**src/rtl/fap_div.sv**
```systemverilog
// ============================================================================
// fap_div
// Pipelined restoring divider, one quotient bit per stage, on several lanes.
// The quotient is rounded to nearest with ties away from zero. A quotient
// that needs more than QB bits is flagged as big.
// ============================================================================
module fap_div #(
    parameter int LANES = 1,
    parameter int NW    = 48,
    parameter int DW    = 32,
    parameter int QB    = 21,
    parameter int SW    = 8
) (
    input  logic          clk,
    input  logic          rst_n,
    input  logic          en,
    input  logic          in_valid,
    input  logic [NW-1:0] num [LANES],
    input  logic [DW-1:0] den [LANES],
    input  logic [SW-1:0] side_in,
    output logic          out_valid,
    output logic [QB:0]   quo [LANES],
    output logic [LANES-1:0] big,
    output logic [SW-1:0] side_out
);

    localparam int CW = (NW > DW + QB) ? NW : DW + QB;

    logic [QB:0]       vld_reg;
    logic [DW-1:0]     rem_reg  [QB+1][LANES];
    logic [QB-1:0]     nq_reg   [QB+1][LANES];
    logic [DW-1:0]     den_reg  [QB+1][LANES];
    logic [LANES-1:0]  big_reg  [QB+1];
    logic [SW-1:0]     side_reg [QB+1];

    logic [DW-1:0]     rem_next [QB+1][LANES];
    logic [QB-1:0]     nq_next  [QB+1][LANES];

    logic              out_valid_reg;
    logic [QB:0]       quo_reg [LANES];
    logic [LANES-1:0]  big_out_reg;
    logic [SW-1:0]     side_out_reg;

    // Stage zero loads the top of the dividend; later stages take one bit each.
    always_comb
    begin
        logic [DW:0] trial;
        logic        ge;
        for (int l = 0; l < LANES; l++)
        begin
            rem_next[0][l] = DW'(num[l] >> QB);
            nq_next[0][l]  = num[l][QB-1:0];
        end
        for (int k = 1; k <= QB; k++)
        begin
            for (int l = 0; l < LANES; l++)
            begin
                trial = {rem_reg[k-1][l], nq_reg[k-1][l][QB-1]};
                ge    = (trial >= {1'b0, den_reg[k-1][l]});
                rem_next[k][l] = ge ? DW'(trial - {1'b0, den_reg[k-1][l]}) : trial[DW-1:0];
                nq_next[k][l]  = {nq_reg[k-1][l][QB-2:0], ge};
            end
        end
    end

    // Valid bits of the stages.
    always_ff @(posedge clk or negedge rst_n)
    begin
        if (!rst_n)
        begin
            vld_reg       <= '0;
            out_valid_reg <= 1'b0;
        end
        else if (en)
        begin
            vld_reg       <= {vld_reg[QB-1:0], in_valid};
            out_valid_reg <= vld_reg[QB];
        end
    end

    // Stage payload and rounding at the output.
    always_ff @(posedge clk)
    begin
        if (en)
        begin
            for (int l = 0; l < LANES; l++)
            begin
                big_reg[0][l] <= (CW'(num[l]) >= (CW'(den[l]) << QB));
                den_reg[0][l] <= den[l];
            end
            side_reg[0] <= side_in;
            for (int k = 1; k <= QB; k++)
            begin
                for (int l = 0; l < LANES; l++)
                    den_reg[k][l] <= den_reg[k-1][l];
                big_reg[k]  <= big_reg[k-1];
                side_reg[k] <= side_reg[k-1];
            end
            for (int k = 0; k <= QB; k++)
            begin
                for (int l = 0; l < LANES; l++)
                begin
                    rem_reg[k][l] <= rem_next[k][l];
                    nq_reg[k][l]  <= nq_next[k][l];
                end
            end
            for (int l = 0; l < LANES; l++)
            begin
                quo_reg[l] <= (QB+1)'(nq_reg[QB][l]) +
                              (QB+1)'({rem_reg[QB][l], 1'b0} >= {1'b0, den_reg[QB][l]});
            end
            big_out_reg  <= big_reg[QB];
            side_out_reg <= side_reg[QB];
        end
    end

    assign out_valid = out_valid_reg;
    assign quo       = quo_reg;
    assign big       = big_out_reg;
    assign side_out  = side_out_reg;

endmodule

```
**config.mk**
```make
export PLATFORM = sky130hd
export DESIGN_NAME = fap_div
export DESIGN_NICKNAME = d
export VERILOG_FILES = /design/src/rtl/fap_div.sv
export SDC_FILE = /design/constraint.sdc
export NUM_CORES = 2
export LEC_CHECK = 0
export BUFFER_PORTS_ARGS = -buffer_cell sky130_fd_sc_hd__buf_2
export CORE_UTILIZATION = 55
export CTS_CLUSTER_SIZE = 12
export DETAILED_ROUTE_END_ITERATION = 7
export PLACE_DENSITY_LB_ADDON = 0.1
export SYNTH_ARGS = -nofsm -noshare
export SYNTH_HDL_FRONTEND = slang
export SYNTH_SLANG_ARGS = --single-unit
```
**constraint.sdc**
```tcl
create_clock -name clk -period 4.1 [get_ports clk]
set_input_delay 0.82 -clock clk [delete_from_list [all_inputs] [get_ports clk]]
set_output_delay 0.82 -clock clk [all_outputs]
set_load 0.05 [all_outputs]
```
# Word level (Yosys, flattened, before mapping)
# Memories as Yosys holds them, arrays and structs flattened. A register that Yosys moved wholly into a read port is not among the register bits.
# Cells that the tools add are included.
[totals] mem_bits_rw=2068 regBits=45 mem_count=5 in_bits=92 output_inout_bits=32 elab_cells=76
[memory_table] name="den_reg" depth=22 width=32 read_ports=22 rd_ports_with_merged_regs=0 wr=22 line="32" source="logic [DW-1:0] den_reg [QB+1][LANES];"
[memory_table] name="rem_reg" depth=22 width=32 read_ports=22 rd_ports_with_merged_regs=0 wr=22 line="30" source="logic [DW-1:0] rem_reg [QB+1][LANES];"
[memory_table] name="nq_reg" depth=22 width=21 read_ports=22 rd_ports_with_merged_regs=0 wr=22 line="31" source="logic [QB-1:0] nq_reg [QB+1][LANES];"
[memory_table] name="side_reg" depth=22 width=8 read_ports=22 rd_ports_with_merged_regs=1 wr=22 line="34" source="logic [SW-1:0] side_reg [QB+1];"
[memory_table] name="big_reg" depth=22 width=1 read_ports=22 rd_ports_with_merged_regs=1 wr=22 line="33" source="logic [LANES-1:0] big_reg [QB+1];"
[op_classes] addsub=22 magnitude_cmp=23 muxes=23
[ops] op="33-bit by 32-bit greater-or-equal comparator with 1-bit output" count=22
[ops] op="32-bit 2-to-1 mux" count=21
[ops] op="32-bit subtractor" count=21
[ops] op="48-bit by 53-bit greater-or-equal comparator with 1-bit output" count=1
[ops] op="21-bit by 1-bit adder with 22-bit output" count=1
[ops] op="1-bit 2-to-1 mux" count=2

# Longest topological paths before layout
# An unclocked memory read counts as a cell.
[depth] word_depth=3 depth_mapped=20 ltp_nobuf=20

# Least setup slack after synthesis
# No wires, ideal clock.
[synth_timing] path_type="reg-to-reg" start="memory rem_reg[2][174] in the netlist's numbering" end="register quo_reg (netlist bit quo[20]) (data pin)" setup_slack_ns=0.693 setup_time_ns=0.258 t_arrival_ns=3.149 synth_period_minus_slack_ns=3.407 path_stages_with_launch=17 n_path_buf=0 t_required_ns=3.842 path_cell_list="edfxtp_1 ha_1 nand4_1 or2_2 nor3_1 nand3_1 o21ai_0 a2111oi_0 o31ai_1 ha_1 nand2_1 nor2b_1 nor3b_1 and3_1 and4_1 nand4_1 xnor2_1"
[synth_rtl] item="start, declared" line="30"
[synth_rtl] item="end signal, assigned by index" line="109" source="quo_reg[l] <= (QB+1)'(nq_reg[QB][l]) +"
[synth_rtl] item="end, declared" line="40" source="logic [QB:0] quo_reg [LANES];"

==> metrics.cfg <==
[critical_path]
cp-start-kind = flop
crit_family = compound AO/OA/AOI/OAI gates
crit_end = rem_reg[2][94]
worstPathCellList = ha_1 > and3_1 > nor4b_1 > o21ai_0 > buf_4 > a21oi_1 > o41ai_1 > buf_4 > o21ai_0 > a31oi_1 > xor2_1 > o21ai_0
end_kind = flop
reg2reg_depth = 12
rr_startpoint = rem_reg[2][47]
cp_num_cells = 12
worstReg2RegEnd = rem_reg[2][94]
cp.arrival_ns = 4.61
cp_slowest_stage_delay_ns = 0.80
critPathMaxFanout = 7
startpoint = rem_reg[2][47]
r2r_slack_ns = 0.17
crit_type = reg -> reg
cp_slowest_cell = nor4b_1
worstPathRequired_ns = 4.78
path_common_cell = o21ai_0
cp_num_buf_inv = 2

[routing]
vias = 70070
totalWireLength_microns = 246400
ant_nets = 0
first_iter_violations = 4987
viasPerCell = 5.735
drc = 0
wl_per_cell_microns = 20.17
firstDrtPassIters = 6

[synth]
synth_cell_type_count = 94
ys_ff_latch = 2117
synthXorXnorAreaFrac_pct = 4.702
synth-adder-area-share_pct = 8.730
synth_area_sq_mm = 0.1091
postSynth.asyncResetShare_pct = 1.086
synth.mux.area_fraction_pct = 2.979
synth_edf_count = 2094
synth_compound_area_share_pct = 13.11
avgSynthCellArea_sq_um = 12.01
yosys_warnings = 0
syn_nets = 9932
yosys.area_share.simple_pct = 8.403
synthCells = 9091
synth_top_family_by_area = compound AO/OA/AOI/OAI gates
synth_seq_area_share_pct = 58.14
synth_ff_type = edfxtp_1

[pwr]
power.density_mw_per_mm2 = 749.5
power.leakage_nw = 48.99
total_power_mw = 90.84
ir_drop_mv = 0.4774

[layout]
n_antenna_cell = 0
post-route-util_pct = 61.46
register_area_sq_mm = 0.06346
drive_gt1_share_pct = 9.471
area_growth_syn_to_layout_pct = 11.05
fillerInstances = 15620
largest_register_ffs = 704
nNetsFinal = 10250
multi_input_area_sq_mm = 0.04160

[outcome]
status = finished clean

[clock_tree]
clk_latency_ns = 0.88
clk_pin_slew_worst_paths_ns = 0.06
cts_buffers = 222
cts_buffer_depth = 3
cts_tree = yes
htree_levels = 4
cts_root_buf = clkbuf_16
clock_sinks = 2117
post_cts_buffers = 0

[placed_design]
dpl.hpwl_microns = 183600
place.gp.congestion = 0.9072
io_buffers = 123

[sta]
slew_viol_final = 0
worst-slew-pin-transition_ns = 0.9445
hold_viol = 0
fin_skew_ns = 0.09286
min_period_over_period_pct = 95.95
fin_crit_ns = 3.934
hold_ws_ns = 0.1369
finalSetupViolations = 0
rsz0062_at_grt = no
relSlewSlack_pct = 36.15
fin_setup_tns_ns = 0
max_freq_mhz = 254.2

[die]
dieArea_sq_mm = 0.2002
coreArea_sq_mm = 0.1972
initial_core_util_pct = 55.34
die_h_microns = 447.5
rows = 163
ios = 124
die_width_microns = 447.5

[grt]
grt_pass1_wl_microns = 382300
grt_start_max_net_pins = 140
grt-ovfl-total = 0
grt_pass1_vias = 68160
grt_use_total_pct = 24.36
antenna_found_initial = 4

[run]
max_cap_viol_count = 0

[hold_path]
hold_class = in -> reg

layout make-up:
| class | instances | share of cell area, % |
|---|---|---|
| Sequential cell | 2117 | 52.35 |
| Multi-Input combinational cell | 5854 | 34.32 |
| Clock buffer | 273 | 4.750 |
| Inverter | 916 | 2.837 |
| Tap cell | 2640 | 2.725 |
| Timing Repair Buffer | 300 | 2.001 |
| Clock inverter | 117 | 1.014 |
placed cells by master (no fill, tap or decap), drive strengths merged, types with 273 or more instances in the layout:
cell type	Yosys	routed
clkbuf	162	273
xnor2	333	333
ha	728	728
nor2	350	350
buf	43	299
o21ai	662	662
inv	915	918
edfxtp	2094	2094
a21oi	631	632
nand2	759	759
a21o	331	331
Yosys cell counts (all sizes together), types with 19 or more instances:
master  count  share of area [%]
a211o      23               0.18
a211oi     53               0.38
a21boi     21               0.14
a21o      331                2.3
a21oi     631                2.9
a221oi     24               0.20
a31oi      92               0.53
a41oi      19               0.18
and2       35               0.20
and3       64               0.37
and4       21               0.17
buf        43               0.23
clkbuf    162               0.56
dfrtp      23               0.53
edfxtp   2094                 58
fa         21               0.39
ha        728                8.3
inv       915                3.1
mux2      263                2.7
mux2i      29               0.27
nand2     759                2.6
nand2b     94               0.54
nand3     145               0.66
nand4     142               0.81
nor2      350                1.2
nor2b     107               0.61
nor3      100               0.46
nor4       28               0.16
o211ai     33               0.23
o21a       75               0.52
o21ai     662                3.0
o21bai    102               0.70
o31a       25               0.20
o31ai      62               0.44
or2        22               0.13
xnor2     333                2.7
xor2      253                2.0
metal layers:
metal  up-vias  part of all wire, %  GRT usage (%)
met5         -               0.0053              0
met3       379                  4.5          3.352
met4         2                  2.7          7.148
li1      34150                    -              -
met1     33930                   45          32.83
met2      1600                   48          41.01
worst min-delay path by stage:
stage | startpoint | endpoint | slack, ns | cells past startpoint
final | side_in[5] | side_reg[0][5] | 0.14 | 1
after global placement | side_reg[15][7] | side_reg[16][7] | 0.40 | 0
after CTS | side_in[5] | side_reg[0][5] | 0.05 | 1
after detailed placement | nq_reg[0][105] | nq_reg[0][127] | 0.40 | 0
after floorplan | big_reg[21] | big | 0.40 | 0
after global routing | side_in[5] | side_reg[0][5] | 0.07 | 1
report_power, final:
group	internal, mW	switching (mW)
registers	30.6	2.91
logic	16.6	21.6
clock network	10.8	8.43
total	57.9	32.9
per-stage QoR:
| stage | area, sq um | worst slack, ns | instances |
|---|---|---|---|
| floorplan | 109100 | 0.6930 | 9091 |
| global placement | 114200 | 0.2760 | 11830 |
| detailed placement | 114200 | 0.2685 | 11830 |
| CTS | 121200 | 0.1975 | 12220 |
| global route | 121200 | 0.03138 | 12220 |
| finish | 121200 | 0.1659 | 12220 |
kinds of logic after synthesis:
group                      count (synthesis)
muxes                                    292
and+or+nand+nor                         1933
adders and majority gates                749
xor gates and xnor gates                 586
AOI/OAI and AO/OA                       2293
DFF                                     2117
buffers and inverters                   1121
repair_timing:
item / 4_1_cts / 5_1_grt
endpoints found under the setup margin: 0 / 10
resized for setup: 0 / 2
hold buffers: 1 / 0
hold endpoints to repair: 23 / 0
No activity file was read; power rests on OpenSTA's default activity.
